--- config.mk ---
export PLATFORM = sky130hd
export DESIGN_NAME = midi_clock_tempo_follower
export DESIGN_NICKNAME = d
export VERILOG_FILES = /design/src/rtl/core/mctf_pkg.sv /design/src/rtl/core/mctf_div.sv /design/src/rtl/core/midi_clock_tempo_follower.sv
export VERILOG_INCLUDE_DIRS = /design/src /design/src/rtl/core
export SDC_FILE = /design/constraint.sdc
export NUM_CORES = 1
export LEC_CHECK = 0
export BUFFER_PORTS_ARGS = -buffer_cell sky130_fd_sc_hd__buf_2
export CORE_ASPECT_RATIO = 1.25
export CORE_MARGIN = 2
export CORE_UTILIZATION = 48
export CTS_BUF_LIST = sky130_fd_sc_hd__clkbuf_4 sky130_fd_sc_hd__clkbuf_8
export CTS_CLUSTER_DIAMETER = 100
export DETAILED_ROUTE_END_ITERATION = 12
export GPL_ROUTABILITY_DRIVEN = 0
export PLACE_DENSITY = 0.78
export SLEW_MARGIN = 30
export SYNTH_ARGS = -nofsm -noshare
export SYNTH_HDL_FRONTEND = slang
export SYNTH_SLANG_ARGS = --single-unit
--- constraint.sdc ---
create_clock -name i_clk -period 3.3 [get_ports i_clk]
set_input_delay 0.165 -clock i_clk [delete_from_list [all_inputs] [get_ports i_clk]]
set_output_delay 0.165 -clock i_clk [all_outputs]
set_load 0.02 [all_outputs]
--- src/rtl/core/assert_macros.svh ---
// assertion macros used by the tempo follower rtl
`ifndef ASSERT_MACROS_SVH
`define ASSERT_MACROS_SVH

`ifndef SYNTHESIS

// antecedent holds in the same cycle as the consequent
`define MCTF_ASSERT_SAME(label, clk, rst_n, ante, cons, msg) \
    label: assert property (@(posedge clk) disable iff (!(rst_n)) (ante) |-> (cons)) \
        else $error(msg);

// consequent holds in the cycle after the antecedent
`define MCTF_ASSERT_NEXT(label, clk, rst_n, ante, cons, msg) \
    label: assert property (@(posedge clk) disable iff (!(rst_n)) (ante) |=> (cons)) \
        else $error(msg);

`else

`define MCTF_ASSERT_SAME(label, clk, rst_n, ante, cons, msg)
`define MCTF_ASSERT_NEXT(label, clk, rst_n, ante, cons, msg)

`endif

`endif

--- src/rtl/core/mctf_pkg.sv ---
// shared types and constants of the midi clock tempo follower
`default_nettype none

package mctf_pkg;

    // transport event codes carried in tuser
    typedef enum logic [1:0] {
        OP_TICK     = 2'd0,
        OP_START    = 2'd1,
        OP_CONTINUE = 2'd2,
        OP_STOP     = 2'd3
    } t_op;

    localparam int unsigned TICKS_PER_BEAT_DEF = 24;
    localparam int unsigned TIME_W  = 32;
    localparam int unsigned COUNT_W = 32;
    localparam int unsigned BPM_W   = 16;
    localparam int unsigned CFG_W   = 9;
    localparam int unsigned OUT_W   = 56;

    // divider geometry: 32 bit numerator and divisor, 16 bit quotient
    localparam int unsigned DIV_W  = 32;
    localparam int unsigned QUO_W  = 16;
    localparam int unsigned CNT_W  = $clog2(DIV_W);

    localparam logic [BPM_W-1:0] BPM_RESET = 16'd120;
    // 60000 bpm-ms doubled, added to d for round half up
    localparam logic [DIV_W-1:0] NUM_BIAS  = 32'd120000;

endpackage

`default_nettype wire

--- src/rtl/core/mctf_div.sv ---
// radix-2 restoring divider, one quotient digit per cycle
`default_nettype none

module mctf_div
    import mctf_pkg::*;
(
    input  logic             i_clk,
    input  logic             i_rst_n,
    input  logic             i_start,
    input  logic [DIV_W-1:0] i_num,
    input  logic [DIV_W-1:0] i_den,
    output logic             o_done,
    output logic [QUO_W-1:0] o_quo
);

    logic             r_busy;
    logic             r_done;
    logic [CNT_W-1:0] r_cnt;
    logic [DIV_W-1:0] r_num;
    logic [DIV_W-1:0] r_den;
    logic [DIV_W-1:0] r_rem;
    logic [QUO_W-1:0] r_quo;

    logic [DIV_W:0]   w_rem_sh;
    logic [DIV_W+1:0] w_trial;
    logic             w_fit;

    // shift the next numerator bit into the partial remainder and trial subtract
    always_comb begin
        w_rem_sh = {r_rem, r_num[DIV_W-1]};
        w_trial  = {1'b0, w_rem_sh} - {2'b00, r_den};
        w_fit    = ~w_trial[DIV_W+1];
    end

    // control: iteration counter and done pulse
    always_ff @(posedge i_clk) begin
        if (!i_rst_n) begin
            r_busy <= 1'b0;
            r_done <= 1'b0;
            r_cnt  <= '0;
        end else begin
            r_done <= 1'b0;
            if (i_start) begin
                r_busy <= 1'b1;
                r_cnt  <= '0;
            end else if (r_busy) begin
                r_cnt <= r_cnt + 1'b1;
                if (r_cnt == CNT_W'(DIV_W - 1)) begin
                    r_busy <= 1'b0;
                    r_done <= 1'b1;
                end
            end
        end
    end

    // datapath: numerator shift register, remainder, quotient shift register
    always_ff @(posedge i_clk) begin
        if (i_start) begin
            r_num <= i_num;
            r_den <= i_den;
            r_rem <= '0;
            r_quo <= '0;
        end else if (r_busy) begin
            r_num <= {r_num[DIV_W-2:0], 1'b0};
            r_rem <= w_fit ? w_trial[DIV_W-1:0] : w_rem_sh[DIV_W-1:0];
            r_quo <= {r_quo[QUO_W-2:0], w_fit};
        end
    end

    assign o_done = r_done;
    assign o_quo  = r_quo;

endmodule

`default_nettype wire

--- src/rtl/core/midi_clock_tempo_follower.sv ---
// midi clock tempo follower: transport tracking, window timing and tempo confirmation
//
// Input stream: one transaction per transport event, tuser = event code (tick, start,
// continue, stop), tdata = 32 bit millisecond timestamp. Output stream: exactly one
// transaction per event carrying the tick flag, tick position, confirmed tempo,
// tempo-change flag and running flag.
// Configuration channel: a write of initial_bpm loads the confirmed tempo directly;
// it is taken only while the block is idle.
// Timing: an event that closes no measurement window passes through the exec and
// emit states into the output register. The tick that closes a window also runs the
// load, divide and judge states, with a bit-serial divider producing one quotient
// bit per cycle. One event is processed at a time; the next is accepted once the
// result of the previous one sits in the output register.
// Reset clears transport state, tick count and window, and sets the tempo to 120 bpm.
// When the receiver stalls, the result is held in the output register and a further
// event can still be accepted, whose result waits in emit until the register is free.
`default_nettype none
`include "assert_macros.svh"

module midi_clock_tempo_follower
    import mctf_pkg::*;
#(
    parameter int unsigned TICKS_PER_BEAT = TICKS_PER_BEAT_DEF
) (
    input  logic              i_clk,
    input  logic              i_rst_n,
    // configuration write: initial_bpm
    input  logic              i_cfg_valid,
    output logic              o_cfg_ready,
    input  logic [CFG_W-1:0]  i_cfg_data,
    // event stream in
    input  logic              s_axis_tvalid,
    output logic              s_axis_tready,
    input  logic [TIME_W-1:0] s_axis_tdata,  // [31:0] time_ms
    input  logic [1:0]        s_axis_tuser,  // [1:0] op
    // result stream out
    output logic              m_axis_tvalid,
    input  logic              m_axis_tready,
    output logic [OUT_W-1:0]  m_axis_tdata   // [0] tick_advanced, [32:1] tick_position,
                                             // [48:33] tempo_bpm, [49] tempo_changed,
                                             // [50] running, [55:51] zero
);

    localparam int unsigned WIN_W = $clog2(TICKS_PER_BEAT + 1);

    typedef enum logic [5:0] {
        S_IDLE  = 6'b000001,
        S_EXEC  = 6'b000010,
        S_LOAD  = 6'b000100,
        S_DIV   = 6'b001000,
        S_JUDGE = 6'b010000,
        S_EMIT  = 6'b100000
    } t_state;

    t_state r_state, n_state;

    // event holding registers
    t_op                r_op;
    logic [TIME_W-1:0]  r_time;
    logic [TIME_W-1:0]  r_d;

    // follower state
    logic               r_playing;
    logic               r_downbeat;
    logic [COUNT_W-1:0] r_tick;
    logic [WIN_W-1:0]   r_win_ticks;
    logic [TIME_W-1:0]  r_win_start;
    logic [BPM_W-1:0]   r_cur_bpm;
    logic [BPM_W-1:0]   r_cand_bpm;
    logic               r_cand_valid;
    logic               r_adv;
    logic               r_chg;

    // output register
    logic               r_out_valid;
    logic [OUT_W-1:0]   r_out_data;

    logic               w_in_acc;
    logic               w_cfg_acc;
    logic               w_out_free;
    logic [WIN_W-1:0]   w_win_inc;
    logic               w_win_full;
    logic [TIME_W-1:0]  w_d;
    logic               w_d_ok;
    logic               w_div_start;
    logic               w_div_done;
    logic [QUO_W-1:0]   w_quo;
    logic               w_near;

    assign s_axis_tready = (r_state == S_IDLE);
    assign o_cfg_ready   = (r_state == S_IDLE);
    assign w_in_acc      = s_axis_tvalid & s_axis_tready;
    assign w_cfg_acc     = i_cfg_valid & o_cfg_ready;
    assign w_out_free    = ~r_out_valid | m_axis_tready;

    // window bookkeeping for a counted tick
    always_comb begin
        w_win_inc  = r_win_ticks + 1'b1;
        w_win_full = (w_win_inc >= WIN_W'(TICKS_PER_BEAT));
        w_d        = r_time - r_win_start;
        w_d_ok     = (w_d != '0) & ~w_d[TIME_W-1];
    end

    // candidate lies exactly one bpm above or below the confirmed tempo
    always_comb begin
        w_near = (({1'b0, r_cur_bpm} + 17'd1) == {1'b0, w_quo})
               | (({1'b0, w_quo} + 17'd1) == {1'b0, r_cur_bpm});
    end

    // divider computes floor((120000 + d) / (2 d))
    assign w_div_start = (r_state == S_LOAD);

    mctf_div u_div (
        .i_clk   (i_clk),
        .i_rst_n (i_rst_n),
        .i_start (w_div_start),
        .i_num   (r_d + NUM_BIAS),
        .i_den   ({r_d[TIME_W-2:0], 1'b0}),
        .o_done  (w_div_done),
        .o_quo   (w_quo)
    );

    // sequencer
    always_comb begin
        n_state = r_state;
        case (r_state)
            S_IDLE:  if (w_in_acc) n_state = S_EXEC;
            S_EXEC: begin
                if (r_op == OP_TICK && !r_downbeat && w_win_full && w_d_ok) begin
                    n_state = S_LOAD;
                end else begin
                    n_state = S_EMIT;
                end
            end
            S_LOAD:  n_state = S_DIV;
            S_DIV:   if (w_div_done) n_state = S_JUDGE;
            S_JUDGE: n_state = S_EMIT;
            S_EMIT:  if (w_out_free) n_state = S_IDLE;
            default: n_state = S_IDLE;
        endcase
    end

    // follower state update
    always_ff @(posedge i_clk) begin
        if (!i_rst_n) begin
            r_state      <= S_IDLE;
            r_playing    <= 1'b0;
            r_downbeat   <= 1'b0;
            r_tick       <= '0;
            r_win_ticks  <= '0;
            r_win_start  <= '0;
            r_cur_bpm    <= BPM_RESET;
            r_cand_bpm   <= '0;
            r_cand_valid <= 1'b0;
            r_adv        <= 1'b0;
            r_chg        <= 1'b0;
        end else begin
            r_state <= n_state;
            if (w_cfg_acc) begin
                r_cur_bpm <= BPM_W'(i_cfg_data);
            end
            case (r_state)
                S_IDLE: begin
                    if (w_in_acc) begin
                        r_adv <= 1'b0;
                        r_chg <= 1'b0;
                    end
                end
                S_EXEC: begin
                    case (r_op)
                        OP_TICK: begin
                            if (r_downbeat) begin
                                // first tick after start or continue opens the window
                                r_downbeat  <= 1'b0;
                                r_win_start <= r_time;
                                r_win_ticks <= '0;
                            end else begin
                                r_adv  <= 1'b1;
                                r_tick <= r_tick + 1'b1;
                                if (w_win_full) begin
                                    r_win_ticks <= '0;
                                    r_win_start <= r_time;
                                    if (!w_d_ok) begin
                                        r_cand_valid <= 1'b0;
                                    end
                                end else begin
                                    r_win_ticks <= w_win_inc;
                                end
                            end
                        end
                        OP_START, OP_CONTINUE: begin
                            r_playing    <= 1'b1;
                            r_downbeat   <= 1'b1;
                            r_win_start  <= r_time;
                            r_win_ticks  <= '0;
                            r_cand_valid <= 1'b0;
                            if (r_op == OP_START) begin
                                r_tick <= '0;
                            end
                        end
                        OP_STOP: r_playing <= 1'b0;
                        default: r_playing <= r_playing;
                    endcase
                end
                S_JUDGE: begin
                    // two agreeing windows needed to move by more than one bpm
                    if (w_quo == '0 || w_quo == r_cur_bpm || w_near) begin
                        r_cand_valid <= 1'b0;
                    end else if (r_cand_valid && r_cand_bpm == w_quo) begin
                        r_cur_bpm    <= w_quo;
                        r_cand_valid <= 1'b0;
                        r_chg        <= 1'b1;
                    end else begin
                        r_cand_bpm   <= w_quo;
                        r_cand_valid <= 1'b1;
                    end
                end
                default: r_adv <= r_adv;
            endcase
        end
    end

    // event and window length capture
    always_ff @(posedge i_clk) begin
        if (w_in_acc) begin
            r_op   <= t_op'(s_axis_tuser);
            r_time <= s_axis_tdata;
        end
        if (r_state == S_EXEC) begin
            r_d <= w_d;
        end
    end

    // output register handshake
    always_ff @(posedge i_clk) begin
        if (!i_rst_n) begin
            r_out_valid <= 1'b0;
        end else if (r_state == S_EMIT && w_out_free) begin
            r_out_valid <= 1'b1;
        end else if (m_axis_tready) begin
            r_out_valid <= 1'b0;
        end
    end

    always_ff @(posedge i_clk) begin
        if (r_state == S_EMIT && w_out_free) begin
            r_out_data <= {5'd0, r_playing, r_chg, r_cur_bpm, r_tick, r_adv};
        end
    end

    assign m_axis_tvalid = r_out_valid;
    assign m_axis_tdata  = r_out_data;

    // checks
    `MCTF_ASSERT_SAME(a_done_in_div, i_clk, i_rst_n, w_div_done, r_state == S_DIV,
        "divider finished outside the divide state")
    `MCTF_ASSERT_SAME(a_chg_implies_adv, i_clk, i_rst_n, m_axis_tvalid && m_axis_tdata[49],
        m_axis_tdata[0], "tempo change reported on an event that was not a counted tick")
    `MCTF_ASSERT_NEXT(a_cfg_loads_bpm, i_clk, i_rst_n, w_cfg_acc,
        r_cur_bpm == BPM_W'($past(i_cfg_data)), "configuration write did not load the tempo")
    `MCTF_ASSERT_NEXT(a_emit_fills_out, i_clk, i_rst_n, r_state == S_EMIT && w_out_free,
        r_out_valid, "result was not registered on emit")

endmodule

`default_nettype wire
==> Word level (Yosys, flattened, before mapping) <==
Cells that the tools add are included.
{ "totals": {"register_bits": 348, "inputBits": 48, "out_inout_bits": 59, "word_cells": 145} }
{ "classes": {"n_bitwise": 12, "n_eq_ne": 28, "magnitude_cmp": 1, "add_sub_neg": 8, "n_mux": 43, "reduce_logical": 30} }
{ "op_table": {"columns": ["op", "count"], "rows": [
  ["$mux W32", 7],
  ["$pmux W32 S2", 2],
  ["$mux W16", 4],
  ["$pmux W6 S6", 1],
  ["$add A16 B1 Y17 const B", 2],
  ["$eq A17 B16 Y1", 2],
  ["$sub A33 B32 Y34", 1],
  ["$add A32 B1 Y32 const B", 1],
  ["$add A32 B17 Y32 const B", 1],
  ["$eq A16 B16 Y1", 2],
  ["$reduce_bool A32 Y1", 1],
  ["$sub A32 B32 Y32", 1],
  ["$mux W6", 4],
  ["$logic_not A16 Y1", 1],
  ["$mux W1", 16],
  ["$ne A2 B2 Y1 const B", 7],
  ["$reduce_bool A2 Y1", 7],
  ["$ne A3 B3 Y1 const B", 4],
  ["$pmux W1 S2", 6],
  ["$reduce_and A4 Y1", 3],
  ["$add A5 B1 Y5 const B", 2],
  ["$mux W5", 2],
  ["$pmux W5 S2", 1],
  ["$reduce_and A3 Y1", 3],
  ["other kinds (23)", 41]
]} }

==> Longest topological paths before layout <==
{ "logic_depth": {"depth_word": 8, "mapped_depth": 14, "ltp_nobuf": 13} }

==> Cells and area by module <==
From an unflattened synthesis, not the netlist that was laid out.
{ "unflattened": {"cells_unflattened": 1957, "area_unflattened_um2": 18906.9} }
{ "by_module_without_submodules": {"columns": ["mod", "instances", "cells_per_inst", "seq_area_each_um2", "area_per_inst_um2"], "rows": [
  ["midi_clock_tempo_follower", 1, 1334, 5775.5, 12572.1],
  ["mctf_div", 1, 623, 3022.9, 6334.8]
]} }

==> Worst setup path before layout <==
No wires, ideal clock.
{ "synth_timing": {"path_type": "flip-flop to flip-flop", "from": "reg r_state[0]", "to": "reg r_out_data[0] (netlist: m_axis_tdata[0]) (enable)", "required_time_ns": 2.834, "stages_incl_launch_ff": 4, "setup_time_ns": 0.466, "path_slack_ns": -0.281, "synth_period_minus_slack_ns": 3.581, "arrival_time_ns": 3.116, "n_path_buf": 0, "cell_sequence": "dfxtp_1 -> nor3_1 -> nand3_1 -> nor2b_1"} }
{ "synth_between": {"elab_chain_len": 2} }
{ "synth_lines": {"columns": ["element", "line", "text"], "rows": [
  ["start: declaration", "midi_clock_tempo_follower.sv:55", "t_state r_state, n_state;"],
  ["start signal: assignment", "midi_clock_tempo_follower.sv:158", "r_state <= n_state;"],
  ["$eq A6 B6 Y1", "midi_clock_tempo_follower.sv:246", "if (r_state == S_EMIT && w_out_free) begin"],
  ["$logic_and A1 B1 Y1", "midi_clock_tempo_follower.sv:246", null],
  ["end signal: assignment", "midi_clock_tempo_follower.sv:247", "r_out_data <= {5'd0, r_playing, r_chg, r_cur_bpm, r_tick, r_adv};"],
  ["end: declaration", "midi_clock_tempo_follower.sv:76", "logic [OUT_W-1:0] r_out_data;"]
]} }
No other way between the ends.
A chain may end at the register's enable or synchronous reset.

==> Worst setup path after layout <==
{ "layout_timing": {"from": "reg r_time[0]", "to": "reg r_state[2]"} }
{ "layout_between": {"elab_chain_len": 6, "word_cells_on_any_way": 7, "classes_between": "1 x add/sub; 2 x mux; 2 x bitwise; 2 x reduce/logical"} }
{ "layout_lines": {"columns": ["element", "line", "text"], "rows": [
  ["start: declaration", "midi_clock_tempo_follower.sv:59", "logic [TIME_W-1:0] r_time;"],
  ["start signal: assignment", "midi_clock_tempo_follower.sv:227", "r_time <= s_axis_tdata;"],
  ["$sub A32 B32 Y32", "midi_clock_tempo_follower.sv:100", "w_d = r_time - r_win_start;"],
  ["net w_d[4]", "midi_clock_tempo_follower.sv:83", "logic [TIME_W-1:0] w_d;"],
  ["$reduce_bool A32 Y1", "midi_clock_tempo_follower.sv:101", "w_d_ok = (w_d != '0) & ~w_d[TIME_W-1];"],
  ["$and A1 B1 Y1", "midi_clock_tempo_follower.sv:101", null],
  ["$logic_and A1 B1 Y1", "midi_clock_tempo_follower.sv:129", "if (r_op == OP_TICK && !r_downbeat && w_win_full && w_d_ok) begin"],
  ["$mux W6", "midi_clock_tempo_follower.sv:129", null],
  ["$pmux W6 S6", "midi_clock_tempo_follower.sv:126", "case (r_state)"]
]} }
The timed path passes the listed nets, and every way through them passes these cells.

==> impl_metrics.py <==
metrics = {
    "yosys": {
        "synth_seq_cells": 348,
        "ys_warn_count": 0,
        "ys_top_cells_by_count": "228 x nand2_1, 180 x edfxtp_1, 168 x dfxtp_1",
        "ys.flop_type": "edfxtp_1",
        "ys_types": 82,
        "synth.avg_cell_area_um2": 9.61,
        "synth_top_area_share_pct": 29.4,
        "synth-edff-count": 180,
        "async_flop_share_pct": 0,
        "yosysMostFrequentCell": "nand2_1",
        "synth_cells": 1915,
        "syn-cell-area_mm2": 0.0184,
        "synth.area.top_cells": "edfxtp_1 29%, dfxtp_1 18%, ha_1 5.1%",
        "synth_area_leader_cell": "edfxtp_1",
        "seq_area_frac_synth_pct": 47.7,
    },
    "grt": {
        "antenna_found_initial": 0,
        "grt_pass1_vias": 14700,
        "grt_max_degree": 66,
        "grt_pass1_wl_um": 68700,
        "grt_remaining_overflow": 0,
        "grt_usage_pct": 20.5,
    },
    "final_layout": {
        "syn2layout_area_growth_pct": 20.3,
        "fin_util_pct": 58.2,
        "layout.nets": 2294,
        "fillCellCount": 3105,
        "fin_area_mm2": 0.0221,
        "layout-drive-gt1-share_pct": 18.1,
    },
    "run_status": {
        "status": "complete, but fails checks",
        "violations": "setup timing",
    },
    "timing": {
        "setup_viol": 3,
        "finalHoldViolCount": 0,
        "final_max_slew_viol_count": 0,
        "fmax_ghz": 0.274,
        "fin_crit_ns": 3.65,
        "grt_setup_unrepaired": "true",
        "relSlewSlack_pct": 55.9,
        "setup_ws_ns": -0.353,
        "skew_ns": 0.0123,
        "period_share_pct": 111,
        "worstMarginPinSlew_ns": 0.659,
    },
    "placed_design": {
        "io_buffers": 101,
        "pre_cts_slack_ns": -0.362,
        "place_area_mm2": 0.0203,
        "hpwl_um": 28900,
    },
    "cts": {
        "cts_max_level": 2,
        "cts_sinks": 348,
        "cts-root-buf": "clkbuf_8",
        "clk_pin_slew_ns": 0.07,
        "clock_latency_ns": 0.60,
        "cts-buffers-inserted": 51,
        "clockBufferDepth": 3,
        "cts_tree": "built",
    },
    "routing": {
        "dr.pass1.iters": 7,
        "vias_per_cell": 5.50,
        "highest_layer": "met4",
        "ant_nets": 0,
        "first_iter_violations": 821,
        "drcViolationCount": 0,
        "met3_length_um": 1680,
        "met2_length_um": 21100,
        "wl_met1_um": 17100,
        "routed-via-count": 14900,
        "avgRoutedWirePerCell_um": 15.3,
        "drt_wl_total_um": 41400,
    },
    "setup_path": {
        "cp-end-kind": "register",
        "cp_data_required_time_ns": 3.77,
        "path_max_fanout": 2,
        "cp-startpoint": "r_time[0]$_DFFE_PP_",
        "reg2reg_from": "r_time[0]$_DFFE_PP_",
        "start_kind": "register",
        "rr_worst_depth": 12,
        "cp.arrival_ns": 4.12,
        "r2r_setup_slack_ns": -0.35,
        "r2r_end": "r_state[2]$_SDFFE_PN0P_",
        "worst-setup-path-type": "reg -> reg",
    },
    "run": {
        "max_cap_viol_count": 0,
    },
    "power_and_ir_drop": {
        "report.power.total_mw": 13.0,
        "leakagePower_nw": 8.58,
        "pwr_density_cell_mw_per_mm2": 586,
        "vdd_drop_max_mv": 0.494,
    },
    "die": {
        "rows": 80,
        "io_pins": 107,
        "initial_core_util_pct": 48.4,
        "die_area_mm2": 0.0399,
        "fp.dieW_um": 179,
        "fp.dieH_um": 223,
        "core_area_mm2": 0.0380,
    },
    "worst_hold_path": {
        "holdPathEnd": "r_time[27]$_DFFE_PP_",
        "holdPathStages": 2,
        "holdCritStartpoint": "s_axis_tdata[27]",
        "hold_path_class": "in -> reg",
    },
}
-- worst max-delay path: stages, from the launching register on --
cell	delay, ns
edfxtp_1	0.37
inv_1	0.06
ha_2	0.20
fa_2	0.35
nand2b_4	0.16
a21oi_4	0.16
nor2_2	0.07
or4b_4	0.55
or4_4	0.50
or4_4	0.43
or4_4	0.42
nor4_2	0.15
a2111oi_1	0.11
-- per-stage QoR --
step	instances	TNS [ns]	hold WS, ns
2_1_floorplan	1919	-0.0939	0.264
3_5_place_dp	2552	-1.15	0.343
6_report	2705	-0.382	0.269
3_3_place_gp	2552	-0.425	0.343
4_1_cts	2695	-0.316	0.222
5_1_grt	2704	-1.08	0.246
-- registers in the layout (all words and copies together), names as in the netlist, 2 cells and up --
name,count
r_cur_bpm,16
u_div.o_quo,16
r_d,32
r_cand_bpm,16
u_div.r_den,31
r_win_start,32
r_tick,32
r_state,6
r_win_ticks,5
m_axis_tdata,51
r_time,32
u_div.r_cnt,5
r_op,2
u_div.r_num,32
u_div.r_rem,32
-- metal layers --
layer | GRT usage [%] | vias to the layer above
li1 | - | 7332
met1 | 25.1 | 7011
met2 | 36.1 | 405
met3 | 2.74 | 117
met4 | 8.61 | 0
met5 | 0 | -
-- how the worst max path moves through the flow --
stage	cells after the start	to	slack (ns)
2_1_floorplan	12	r_state[2]$_SDFFE_PN0P_	-0.09
3_5_place_dp	12	r_state[2]$_SDFFE_PN0P_	-0.36
6_report	12	r_state[2]$_SDFFE_PN0P_	-0.35
5_1_grt	12	r_state[2]$_SDFFE_PN0P_	-0.45
3_3_place_gp	11	r_state[2]$_SDFFE_PN0P_	-0.28
4_1_cts	11	r_state[2]$_SDFFE_PN0P_	-0.32
-- power by group --
| group | internal (mW) | switching, mW |
|---|---|---|
| clock network | 1.95 | 1.66 |
| registers | 5.05 | 0.289 |
| logic | 1.79 | 2.21 |
-- final cells by class --
class / instances / area, um^2 / area share, %
clock inverter: 26 / 208 / 0.938
inverter: 101 / 379 / 1.71
tap: 492 / 616 / 2.78
antenna: 1 / 2.50 / 0.0113
multi-input combinational: 1368 / 9140 / 41.3
clock buffer: 70 / 870 / 3.93
sequential: 348 / 8770 / 39.6
timing repair buffer: 299 / 2150 / 9.73
-- cells in the final DEF (no fill, tap or decap), drive strengths merged, types with 32 or more instances in the layout --
| cell | Yosys | routed |
|---|---|---|
| dlygate4sd3 | 0 | 47 |
| o21ai | 97 | 97 |
| a21boi | 40 | 40 |
| edfxtp | 180 | 180 |
| inv | 101 | 101 |
| nand4 | 35 | 35 |
| nor2b | 36 | 36 |
| a21oi | 99 | 99 |
| xnor2 | 71 | 71 |
| nand3 | 41 | 41 |
| buf | 28 | 252 |
| clkbuf | 74 | 70 |
| nor2 | 149 | 149 |
| dfxtp | 168 | 168 |
| nor3 | 32 | 32 |
| ha | 75 | 75 |
| xor2 | 69 | 69 |
| mux2i | 64 | 64 |
| nand2 | 228 | 228 |
-- cells by family (layout without fill, tap and decap cells) --
family,Yosys count,count (layout),share of synthesized area [%]
other,1,6,0.0204
muxes,65,65,3.54
DFF,348,348,47.7
xor gates and xnor gates,140,140,6.67
AOI/OAI and AO/OA,413,413,14.7
and+or+nand+nor,668,668,17.8
buffers and inverters,203,496,4.35
adders and majority gates,77,77,5.32
-- repair_timing --
action | 4_1_cts | 5_1_grt
setup endpoints to repair | 18 | 55
gates resized for setup | 15 | 35
hold buffers | 47 | 0
pin swaps | 5 | 28
buffers inserted | 0 | 9
cloned | 0 | 0
endpoints found under the hold margin | 56 | 0
No activity file was read; power rests on OpenSTA's default activity.
